## config.mk

```make
export PLATFORM = sky130hd
export DESIGN_NAME = dual_haptic_duty_pattern_player_flat
export DESIGN_NICKNAME = d
export VERILOG_FILES = /design/src/dhp_pkg.sv /design/src/dhp_ifs.sv /design/src/dual_haptic_duty_pattern_player.sv /design/src/flat_wrapper.sv
export SDC_FILE = /design/constraint.sdc
export NUM_CORES = 2
export LEC_CHECK = 0
export ABC_CLOCK_PERIOD_IN_PS = 9150
export BUFFER_PORTS_ARGS = -buffer_cell sky130_fd_sc_hd__buf_2
export CAP_MARGIN = 15
export CORE_UTILIZATION = 65
export DETAILED_ROUTE_END_ITERATION = 16
export GPL_ROUTABILITY_DRIVEN = 0
export PLACE_DENSITY = 0.89
export SLEW_MARGIN = 20
export SYNTH_ARGS = -nofsm -noshare
export SYNTH_HDL_FRONTEND = slang
export SYNTH_SLANG_ARGS = --single-unit
```

## constraint.sdc

```tcl
create_clock -name clk -period 9.15 [get_ports clk]
set_input_delay 0.4575 -clock clk [delete_from_list [all_inputs] [get_ports clk]]
set_output_delay 0.4575 -clock clk [all_outputs]
set_load 0.05 [all_outputs]
```

## src/dhp_pkg.sv

```systemverilog
// Shared types, constants and helper functions of the dual haptic pattern player.
`timescale 1ns / 1ps

package dhp_pkg;

  localparam int unsigned DUTY_W  = 7;
  localparam int unsigned TIME_W  = 16;
  localparam int unsigned LEVEL_W = 8;
  localparam int unsigned PROD_W  = 23;
  localparam int unsigned SLOTS   = 4;
  localparam int unsigned SLOT_CW = $clog2(SLOTS + 1);

  localparam logic [DUTY_W-1:0]  DUTY_MAX        = 7'd100;
  localparam logic [TIME_W-1:0]  OFF_MIN         = 16'd5;
  localparam logic [LEVEL_W-1:0] LEVEL_ON_RESET  = 8'h10;
  localparam logic [LEVEL_W-1:0] LEVEL_OFF_RESET = 8'h00;
  localparam logic [PROD_W-1:0]  ON_PROD_RESET   = 23'd2000;
  localparam logic [PROD_W-1:0]  OFF_PROD_RESET  = 23'd20000;
  localparam logic [PROD_W-1:0]  ROUND_UP        = 23'd99;

  typedef enum logic [1:0] {
    REG_M1_ON  = 2'd0,
    REG_M1_OFF = 2'd1,
    REG_M2_ON  = 2'd2,
    REG_M2_OFF = 2'd3
  } cfg_reg_t;

  // Phase durations are kept as percent products: on = floor(on_prod / 100) and
  // off = max(ceil(off_prod / 100), 5), so no divider is needed.
  typedef struct packed {
    logic [TIME_W-1:0] count;
    logic              phase;
    logic [PROD_W-1:0] on_prod;
    logic [PROD_W-1:0] off_prod;
    logic              active;
  } mot_t;

  typedef struct packed {
    logic              upd;
    logic              zero;
    logic [PROD_W-1:0] on_prod;
    logic [PROD_W-1:0] off_prod;
  } upd_t;

  typedef struct packed {
    logic               which_motor;
    logic [LEVEL_W-1:0] drive_level;
    logic               last;
  } wr_t;

  function automatic logic [PROD_W-1:0] times100(input logic [TIME_W-1:0] c);
    return PROD_W'({c, 6'b0}) + PROD_W'({c, 5'b0}) + PROD_W'({c, 2'b0});
  endfunction

  function automatic mot_t mot_advance(input mot_t m);
    logic [TIME_W-1:0] c1;
    logic [PROD_W-1:0] c100;
    logic              done;
    mot_t              r;
    c1   = m.count + 16'd1;
    c100 = times100(c1);
    if (m.phase) begin
      done = (c1 >= OFF_MIN) && (c100 >= m.off_prod);
    end else begin
      done = (c100 + ROUND_UP) >= m.on_prod;
    end
    r       = m;
    r.count = done ? '0 : c1;
    r.phase = done ? ~m.phase : m.phase;
    return r;
  endfunction

  function automatic mot_t mot_apply(input mot_t m, input upd_t u);
    mot_t r;
    r = m;
    if (u.upd) begin
      if (u.zero) begin
        r.active = 1'b0;
      end else begin
        r.count    = '0;
        r.phase    = 1'b0;
        r.on_prod  = u.on_prod;
        r.off_prod = u.off_prod;
        r.active   = 1'b1;
      end
    end
    return r;
  endfunction

endpackage

```

## src/dhp_ifs.sv

```systemverilog
// Request channel interfaces for the tick input and the level write output.
`timescale 1ns / 1ps

interface dhp_tick_if;
  import dhp_pkg::*;
  logic                valid;
  logic                ready;
  logic                m1_update;
  logic [DUTY_W-1:0]   m1_duty;
  logic                m2_update;
  logic [DUTY_W-1:0]   m2_duty;
  logic [TIME_W-1:0]   period_ms;

  modport source (output valid, m1_update, m1_duty, m2_update, m2_duty, period_ms,
                  input ready);
  modport sink (input valid, m1_update, m1_duty, m2_update, m2_duty, period_ms,
                output ready);
endinterface

interface dhp_wr_if;
  import dhp_pkg::*;
  logic               valid;
  logic               ready;
  logic               which_motor;
  logic [LEVEL_W-1:0] drive_level;
  logic               last;

  modport source (output valid, which_motor, drive_level, last, input ready);
  modport sink (input valid, which_motor, drive_level, last, output ready);
endinterface

```

## src/dual_haptic_duty_pattern_player.sv

```systemverilog
// Top level of the dual haptic duty pattern player.
`timescale 1ns / 1ps

// Each tick request may carry a duty update per motor and produces zero to four
// level write requests, emitted one per cycle while the sink is ready, in order,
// with the final one flagged by last. The on and off products are formed in the
// input register stage, and the motor state update and the write list are built
// from that register into a four-entry write buffer once the buffer is free; the
// first write is then presented from the buffer head. The input register can take
// a new tick while the buffer still drains, but that tick waits there until the
// buffer is empty or its final write is being taken, so ticks that cause several
// writes hold back the ticks behind them, set by the single output port of the write buffer.
module dual_haptic_duty_pattern_player (
  input  logic                    clk,
  input  logic                    rst_n,
  dhp_tick_if.sink                in_tick,
  dhp_wr_if.source                out_wr,
  input  logic                    cfg_we,
  input  logic [1:0]              cfg_addr,
  input  logic [dhp_pkg::LEVEL_W-1:0] cfg_wdata
);
  import dhp_pkg::*;

  logic [LEVEL_W-1:0] m1_on_lvl_r, m1_off_lvl_r, m2_on_lvl_r, m2_off_lvl_r;

  logic              s1_valid_r;
  upd_t              s1_u1_r, s1_u2_r;
  upd_t              u1_nxt, u2_nxt;
  logic [DUTY_W-1:0] d1_sat, d2_sat;

  mot_t m1_r, m2_r, m1_nxt, m2_nxt, m1_up, m2_up;
  logic adv;

  wr_t                ent_r [SLOTS];
  wr_t                ent_nxt [SLOTS];
  logic [SLOT_CW-1:0] rem_r;
  logic [SLOT_CW-1:0] n_nxt;
  logic               buf_free, load, out_take;

  always_ff @(posedge clk) begin
    if (!rst_n) begin
      m1_on_lvl_r  <= LEVEL_ON_RESET;
      m1_off_lvl_r <= LEVEL_OFF_RESET;
      m2_on_lvl_r  <= LEVEL_ON_RESET;
      m2_off_lvl_r <= LEVEL_OFF_RESET;
    end else if (cfg_we) begin
      case (cfg_reg_t'(cfg_addr))
        REG_M1_ON:  m1_on_lvl_r  <= cfg_wdata;
        REG_M1_OFF: m1_off_lvl_r <= cfg_wdata;
        REG_M2_ON:  m2_on_lvl_r  <= cfg_wdata;
        REG_M2_OFF: m2_off_lvl_r <= cfg_wdata;
        default: ;
      endcase
    end
  end

  assign out_take = out_wr.valid && out_wr.ready;
  assign buf_free = (rem_r == '0) || ((rem_r == SLOT_CW'(1)) && out_wr.ready);
  assign load     = s1_valid_r && buf_free;
  assign in_tick.ready = !s1_valid_r || buf_free;

  always_comb begin
    d1_sat = (in_tick.m1_duty > DUTY_MAX) ? DUTY_MAX : in_tick.m1_duty;
    d2_sat = (in_tick.m2_duty > DUTY_MAX) ? DUTY_MAX : in_tick.m2_duty;
    u1_nxt.upd      = in_tick.m1_update;
    u1_nxt.zero     = (d1_sat == '0);
    u1_nxt.on_prod  = PROD_W'(in_tick.period_ms) * PROD_W'(d1_sat);
    u1_nxt.off_prod = PROD_W'(in_tick.period_ms) * PROD_W'(DUTY_MAX - d1_sat);
    u2_nxt.upd      = in_tick.m2_update;
    u2_nxt.zero     = (d2_sat == '0);
    u2_nxt.on_prod  = PROD_W'(in_tick.period_ms) * PROD_W'(d2_sat);
    u2_nxt.off_prod = PROD_W'(in_tick.period_ms) * PROD_W'(DUTY_MAX - d2_sat);
  end

  always_ff @(posedge clk) begin
    if (!rst_n) begin
      s1_valid_r <= 1'b0;
    end else if (in_tick.valid && in_tick.ready) begin
      s1_valid_r <= 1'b1;
    end else if (load) begin
      s1_valid_r <= 1'b0;
    end
  end

  always_ff @(posedge clk) begin
    if (in_tick.valid && in_tick.ready) begin
      s1_u1_r <= u1_nxt;
      s1_u2_r <= u2_nxt;
    end
  end

  always_comb begin
    m1_up  = mot_apply(m1_r, s1_u1_r);
    m2_up  = mot_apply(m2_r, s1_u2_r);
    adv    = m1_up.active && m2_up.active;
    m1_nxt = adv ? mot_advance(m1_up) : m1_up;
    m2_nxt = adv ? mot_advance(m2_up) : m2_up;

    for (int i = 0; i < SLOTS; i++) begin
      ent_nxt[i] = '0;
    end
    n_nxt = '0;
    if (s1_u1_r.upd) begin
      ent_nxt[n_nxt[1:0]].which_motor = 1'b0;
      ent_nxt[n_nxt[1:0]].drive_level = s1_u1_r.zero ? '0 : m1_on_lvl_r;
      n_nxt = n_nxt + SLOT_CW'(1);
    end
    if (s1_u2_r.upd) begin
      ent_nxt[n_nxt[1:0]].which_motor = 1'b1;
      ent_nxt[n_nxt[1:0]].drive_level = s1_u2_r.zero ? '0 : m2_on_lvl_r;
      n_nxt = n_nxt + SLOT_CW'(1);
    end
    if (adv) begin
      ent_nxt[n_nxt[1:0]].which_motor = 1'b0;
      ent_nxt[n_nxt[1:0]].drive_level = m1_nxt.phase ? m1_off_lvl_r : m1_on_lvl_r;
      n_nxt = n_nxt + SLOT_CW'(1);
      ent_nxt[n_nxt[1:0]].which_motor = 1'b1;
      ent_nxt[n_nxt[1:0]].drive_level = m2_nxt.phase ? m2_off_lvl_r : m2_on_lvl_r;
      n_nxt = n_nxt + SLOT_CW'(1);
    end
    for (int i = 0; i < SLOTS; i++) begin
      ent_nxt[i].last = ((SLOT_CW'(i) + SLOT_CW'(1)) == n_nxt);
    end
  end

  always_ff @(posedge clk) begin
    if (!rst_n) begin
      m1_r <= '{count: '0, phase: 1'b0, on_prod: ON_PROD_RESET,
                off_prod: OFF_PROD_RESET, active: 1'b0};
      m2_r <= '{count: '0, phase: 1'b0, on_prod: ON_PROD_RESET,
                off_prod: OFF_PROD_RESET, active: 1'b0};
    end else if (load) begin
      m1_r <= m1_nxt;
      m2_r <= m2_nxt;
    end
  end

  always_ff @(posedge clk) begin
    if (!rst_n) begin
      rem_r <= '0;
    end else if (load) begin
      rem_r <= n_nxt;
    end else if (out_take) begin
      rem_r <= rem_r - SLOT_CW'(1);
    end
  end

  always_ff @(posedge clk) begin
    if (load) begin
      ent_r <= ent_nxt;
    end else if (out_take) begin
      for (int i = 0; i < SLOTS - 1; i++) begin
        ent_r[i] <= ent_r[i+1];
      end
    end
  end

  assign out_wr.valid       = (rem_r != '0);
  assign out_wr.which_motor = ent_r[0].which_motor;
  assign out_wr.drive_level = ent_r[0].drive_level;
  assign out_wr.last        = ent_r[0].last;

  a_rem_bound: assert property (@(posedge clk) disable iff (!rst_n)
    rem_r <= SLOT_CW'(SLOTS))
    else $error("write buffer count exceeds its depth");

  a_last_at_end: assert property (@(posedge clk) disable iff (!rst_n)
    out_wr.valid |-> (out_wr.last == (rem_r == SLOT_CW'(1))))
    else $error("last flag does not match the final buffered write");

  a_stall_has_tick: assert property (@(posedge clk) disable iff (!rst_n)
    !in_tick.ready |-> s1_valid_r && (rem_r != '0))
    else $error("input stalled without a pending tick and busy buffer");

  a_drain_continues: assert property (@(posedge clk) disable iff (!rst_n)
    out_take && (rem_r > SLOT_CW'(1)) |=> out_wr.valid)
    else $error("write buffer lost entries while draining");

  a_advance_pair: assert property (@(posedge clk) disable iff (!rst_n)
    load && adv |=> (rem_r >= SLOT_CW'(2)))
    else $error("counted tick did not queue both motor writes");

endmodule

```

## src/flat_wrapper.sv

```systemverilog
// flat-port wrapper written by rule: the top's interface ports become plain ports
module dual_haptic_duty_pattern_player_flat import dhp_pkg::*;
  (clk, rst_n, cfg_we, cfg_addr, cfg_wdata, in_tick_valid, in_tick_m1_update, in_tick_m1_duty, in_tick_m2_update, in_tick_m2_duty, in_tick_period_ms, in_tick_ready, out_wr_valid, out_wr_which_motor, out_wr_drive_level, out_wr_last, out_wr_ready);
  dhp_tick_if in_tick_i ();
  dhp_wr_if out_wr_i ();
  input  logic clk;
  input  logic rst_n;
  input  logic cfg_we;
  input  logic [1:0] cfg_addr;
  input  logic [dhp_pkg::LEVEL_W-1:0] cfg_wdata;
  input wire logic [$bits(in_tick_i.valid)-1:0] in_tick_valid;
  input wire logic [$bits(in_tick_i.m1_update)-1:0] in_tick_m1_update;
  input wire logic [$bits(in_tick_i.m1_duty)-1:0] in_tick_m1_duty;
  input wire logic [$bits(in_tick_i.m2_update)-1:0] in_tick_m2_update;
  input wire logic [$bits(in_tick_i.m2_duty)-1:0] in_tick_m2_duty;
  input wire logic [$bits(in_tick_i.period_ms)-1:0] in_tick_period_ms;
  output wire logic [$bits(in_tick_i.ready)-1:0] in_tick_ready;
  output wire logic [$bits(out_wr_i.valid)-1:0] out_wr_valid;
  output wire logic [$bits(out_wr_i.which_motor)-1:0] out_wr_which_motor;
  output wire logic [$bits(out_wr_i.drive_level)-1:0] out_wr_drive_level;
  output wire logic [$bits(out_wr_i.last)-1:0] out_wr_last;
  input wire logic [$bits(out_wr_i.ready)-1:0] out_wr_ready;
  assign in_tick_i.valid = in_tick_valid;
  assign in_tick_i.m1_update = in_tick_m1_update;
  assign in_tick_i.m1_duty = in_tick_m1_duty;
  assign in_tick_i.m2_update = in_tick_m2_update;
  assign in_tick_i.m2_duty = in_tick_m2_duty;
  assign in_tick_i.period_ms = in_tick_period_ms;
  assign in_tick_ready = in_tick_i.ready;
  assign out_wr_valid = out_wr_i.valid;
  assign out_wr_which_motor = out_wr_i.which_motor;
  assign out_wr_drive_level = out_wr_i.drive_level;
  assign out_wr_last = out_wr_i.last;
  assign out_wr_i.ready = out_wr_ready;
  dual_haptic_duty_pattern_player u_core (.clk(clk), .rst_n(rst_n), .in_tick(in_tick_i), .out_wr(out_wr_i), .cfg_we(cfg_we), .cfg_addr(cfg_addr), .cfg_wdata(cfg_wdata));
endmodule
```

==> results.toml <==
[critical_path]
r2r.worst_path.cells = 36
start_kind = "register"
cpPeakStageDelay_ps = 450
path_max_fanout = 13
critical_path.slowest_cell = "sky130_fd_sc_hd__or4_1"
r2r_slack_ps = 740
critical_path_required_ps = 9420
crit_type = "register to register"
cp_data_arrival_time_ps = 8670
end_kind = "register"

[floorplan]
fp.dieArea_um2 = 54980
core_area_um2 = 52970
num_io_pins = 59
core.rowCount = 84
initial_core_util_pct = 66.32
die_width_um = 234.5
die_y_um = 234.5

[synthesis]
syn-instance-count = 3785
synth_ff_type = "sky130_fd_sc_hd__dfxtp_1"
synth_sequential_area_ratio_pct = 20.40
synth_seq_cells = 292
number_of_enable_flip_flop_cells_after_synthesis = 132
netlist_area_um2 = 35130
synth_cell_types = 90
synth-warning-count = 0
synth.avg_cell_area_um2 = 9.281
async_reset_ff_share_pct = 0

[clocking]
cts_hold_repair.buffers = 0
tritoncts_clock_tree = "built"
ctsResizeCount = 0
clock_tree_root = "sky130_fd_sc_hd__clkbuf_16"
worst_skew_pair.late_latency_ps = 570
clkSinkCount = 292
numCtsBuffers = 27
clock_path_buffers = 3
postCtsSetupRepairBufs = 0
cts.reportedPaths.clkPinSlew_ps = 70
htree_levels = 1

[power_and_ir_drop]
p_leak_nw = 17.62
power-per-cell-area_nw_per_um2 = 425.3
power.ir.vdd_worst_uv = 737.5

[timing]
worst_slew_pin_slew_ps = 931.7
timing_max_transition_violations_final = 0
number_of_endpoints_with_negative_hold_slack_in_the_final_report = 0
maxSlewHeadroom_pct = 37.89
final.min_clock_period_ps = 8406
rsz_0062_raised_after_global_routing = "no"
layout_setup_ws_ps = 743.5
final.setup.tns_ps = 0
timing.clock.skew_ps = 31.62
setup_viol = 0
post-route-period-util_pct = 91.87
fmax_mhz = 119.0

[place]
dpl-instance-area_um2 = 36160
portBuffers = 58
pre_cts_ws_ps = 621.1
placed_cells = 4476
dp_hpwl_mm = 62.60

[cells_and_area]
final_layout_size_suffix_gt1_share_pct = 4.509
area_growth_pct = 5.396
multiInputGateArea_um2 = 25620
mostFrequentLayoutCell = "sky130_fd_sc_hd__inv_1"
fillCellCount = 3818
finish.net_count = 4653
post_layout_nonfiller_instances = 4527
sequential_cell_area_um2 = 7167
final_core_utilization_pct = 69.90
layout_common_cells = "525 x sky130_fd_sc_hd__inv_1, 432 x sky130_fd_sc_hd__fa_1, 422 x sky130_fd_sc_hd__nand2_1"
post-route-cell-area_um2 = 37020

[hold_path]
timing.hold.worst.class = "primary input to register"
min_path_cells = 1

[grt]
grt_pass1_vias = 27260
grt_start_max_net_pins = 92
grt_pass1_wl_mm = 135.6
total_grt_overflow = 0
track_usage_pct = 30.59
number_of_antenna_violations_at_the_first_check_in_global_routing = 3

[status]
outcome = "finished clean"

[drt]
number_of_nets_with_antenna_violations_after_detailed_routing = 0
vias = 27270
post-route-drc-count = 0
wl_per_cell_um = 18.19
initialDrtViolationCount = 2445
drt-vias-per-instance = 6.023
drtPass1Iterations = 6
wl_mm = 82.34

[run]
maxCapViolCount = 0
-- state kept, by name, indices dropped and copies added (netlist names) --
signal and count:
u_core.out_wr.drive_level 8, u_core.s1_u2_r 46, u_core.m1_off_lvl_r 8, u_core.m2_r 62
u_core.m1_r 62, u_core.rem_r 3, u_core.ent_r 30, u_core.out_wr.last 1
u_core.m1_on_lvl_r 8, u_core.out_wr.which_motor 1, u_core.s1_valid_r 1, u_core.m2_on_lvl_r 8
u_core.s1_u1_r 46, u_core.m2_off_lvl_r 8
-- per-stage QoR --
step           power (W)  hold slack (ps)
3_5_place_dp     0.01436            470.7
4_1_cts          0.01559            121.3
2_1_floorplan    0.01174            448.6
6_report         0.01575            136.8
3_3_place_gp     0.01380            462.1
5_1_grt          0.01726            143.0
-- power by group --
group          switching (W)  total (W)  internal (W)
logic                0.00687     0.0120       0.00514
clock network       0.000506    0.00110      0.000594
registers           0.000185    0.00264       0.00245
total                0.00756     0.0157       0.00819
-- path summary, 6_finish.rpt --
check	startpoint	end
setup / recovery	u_core.s1_u2_r[47]	u_core.out_wr.drive_level[2]
hold reg to reg	u_core.m1_r[0]	u_core.m1_r[0]
setup reg to reg	u_core.s1_u2_r[47]	u_core.out_wr.drive_level[2]
hold / removal	in_tick_m1_update	u_core.s1_u1_r[47]
-- cell usage after synthesis, types with 7 or more instances --
| master | n | share of area (%) |
|---|---|---|
| sky130_fd_sc_hd__nor2_1 | 270 | 2.9 |
| sky130_fd_sc_hd__clkbuf_1 | 131 | 1.4 |
| sky130_fd_sc_hd__buf_1 | 18 | 0.19 |
| sky130_fd_sc_hd__a211o_1 | 15 | 0.37 |
| sky130_fd_sc_hd__a221oi_1 | 7 | 0.17 |
| sky130_fd_sc_hd__nand2_1 | 423 | 4.5 |
| sky130_fd_sc_hd__and2_1 | 137 | 2.4 |
| sky130_fd_sc_hd__inv_1 | 527 | 5.6 |
| sky130_fd_sc_hd__nand4_1 | 19 | 0.34 |
| sky130_fd_sc_hd__buf_4 | 8 | 0.17 |
| sky130_fd_sc_hd__mux2i_1 | 137 | 3.9 |
| sky130_fd_sc_hd__a21oi_1 | 131 | 1.9 |
| sky130_fd_sc_hd__a211oi_1 | 95 | 2.0 |
| sky130_fd_sc_hd__nand2b_1 | 21 | 0.37 |
| sky130_fd_sc_hd__o21a_1 | 19 | 0.41 |
| sky130_fd_sc_hd__a31oi_1 | 24 | 0.43 |
| sky130_fd_sc_hd__a21o_1 | 50 | 1.1 |
| sky130_fd_sc_hd__o21ai_0 | 82 | 1.2 |
| sky130_fd_sc_hd__edfxtp_1 | 132 | 11 |
| sky130_fd_sc_hd__dfxtp_1 | 160 | 9.1 |
| sky130_fd_sc_hd__o2111ai_1 | 7 | 0.17 |
| sky130_fd_sc_hd__o211ai_1 | 36 | 0.77 |
| sky130_fd_sc_hd__fa_1 | 432 | 25 |
| sky130_fd_sc_hd__a21boi_1 | 9 | 0.19 |
| sky130_fd_sc_hd__a22oi_1 | 29 | 0.62 |
| sky130_fd_sc_hd__o21bai_1 | 14 | 0.30 |
| sky130_fd_sc_hd__nor2b_1 | 14 | 0.25 |
| sky130_fd_sc_hd__nor3_1 | 42 | 0.60 |
| sky130_fd_sc_hd__o31ai_1 | 12 | 0.26 |
| sky130_fd_sc_hd__nor4_1 | 8 | 0.14 |
| sky130_fd_sc_hd__and3_1 | 46 | 0.82 |
| sky130_fd_sc_hd__xor2_1 | 63 | 1.6 |
| sky130_fd_sc_hd__xnor2_1 | 126 | 3.1 |
| sky130_fd_sc_hd__buf_2 | 9 | 0.13 |
| sky130_fd_sc_hd__ha_1 | 357 | 13 |
| sky130_fd_sc_hd__o221ai_1 | 11 | 0.27 |
| sky130_fd_sc_hd__a32oi_1 | 12 | 0.30 |
| sky130_fd_sc_hd__nand3_1 | 44 | 0.63 |
-- worst max-delay path, delay by kind of cell, from the launching register on --
family	cells	cell delay [ps]
AO/OA/AOI/OAI	14	2740
XOR/XNOR	4	710
multiplexers	1	380
buffers and inverters	6	1050
adder cells (fa/ha/maj)	4	1040
flip-flops	1	360
AND/OR/NAND/NOR	7	1840
-- cell type report --
| cell class | count | area share (%) |
|---|---|---|
| multi-input combinational | 2877 | 69.20 |
| sequential | 292 | 19.36 |
| inverter | 528 | 5.367 |
| tap | 688 | 2.325 |
| clock buffer | 32 | 1.957 |
| timing repair buffer | 91 | 1.463 |
| clock inverter | 17 | 0.3210 |
| antenna | 2 | 0.01352 |
-- routing by layer --
metal,global-route usage (%),share of wire (%)
met5,0,0
met3,3.888,7.8
met1,41.08,41
met2,50.89,47
met4,11.09,3.4
-- kinds of logic after synthesis --
group | after synthesis | share of synthesized area (%)
AOI/OAI and AO/OA | 609 | 11.92
xor gates and xnor gates | 189 | 4.712
other | 2 | 0.02138
DFF | 292 | 20.40
and+or+nand+nor | 1067 | 13.98
muxes | 139 | 3.968
buffers and inverters | 698 | 7.668
adders and majority gates | 789 | 37.33
Power figures use the tool's default switching activity.
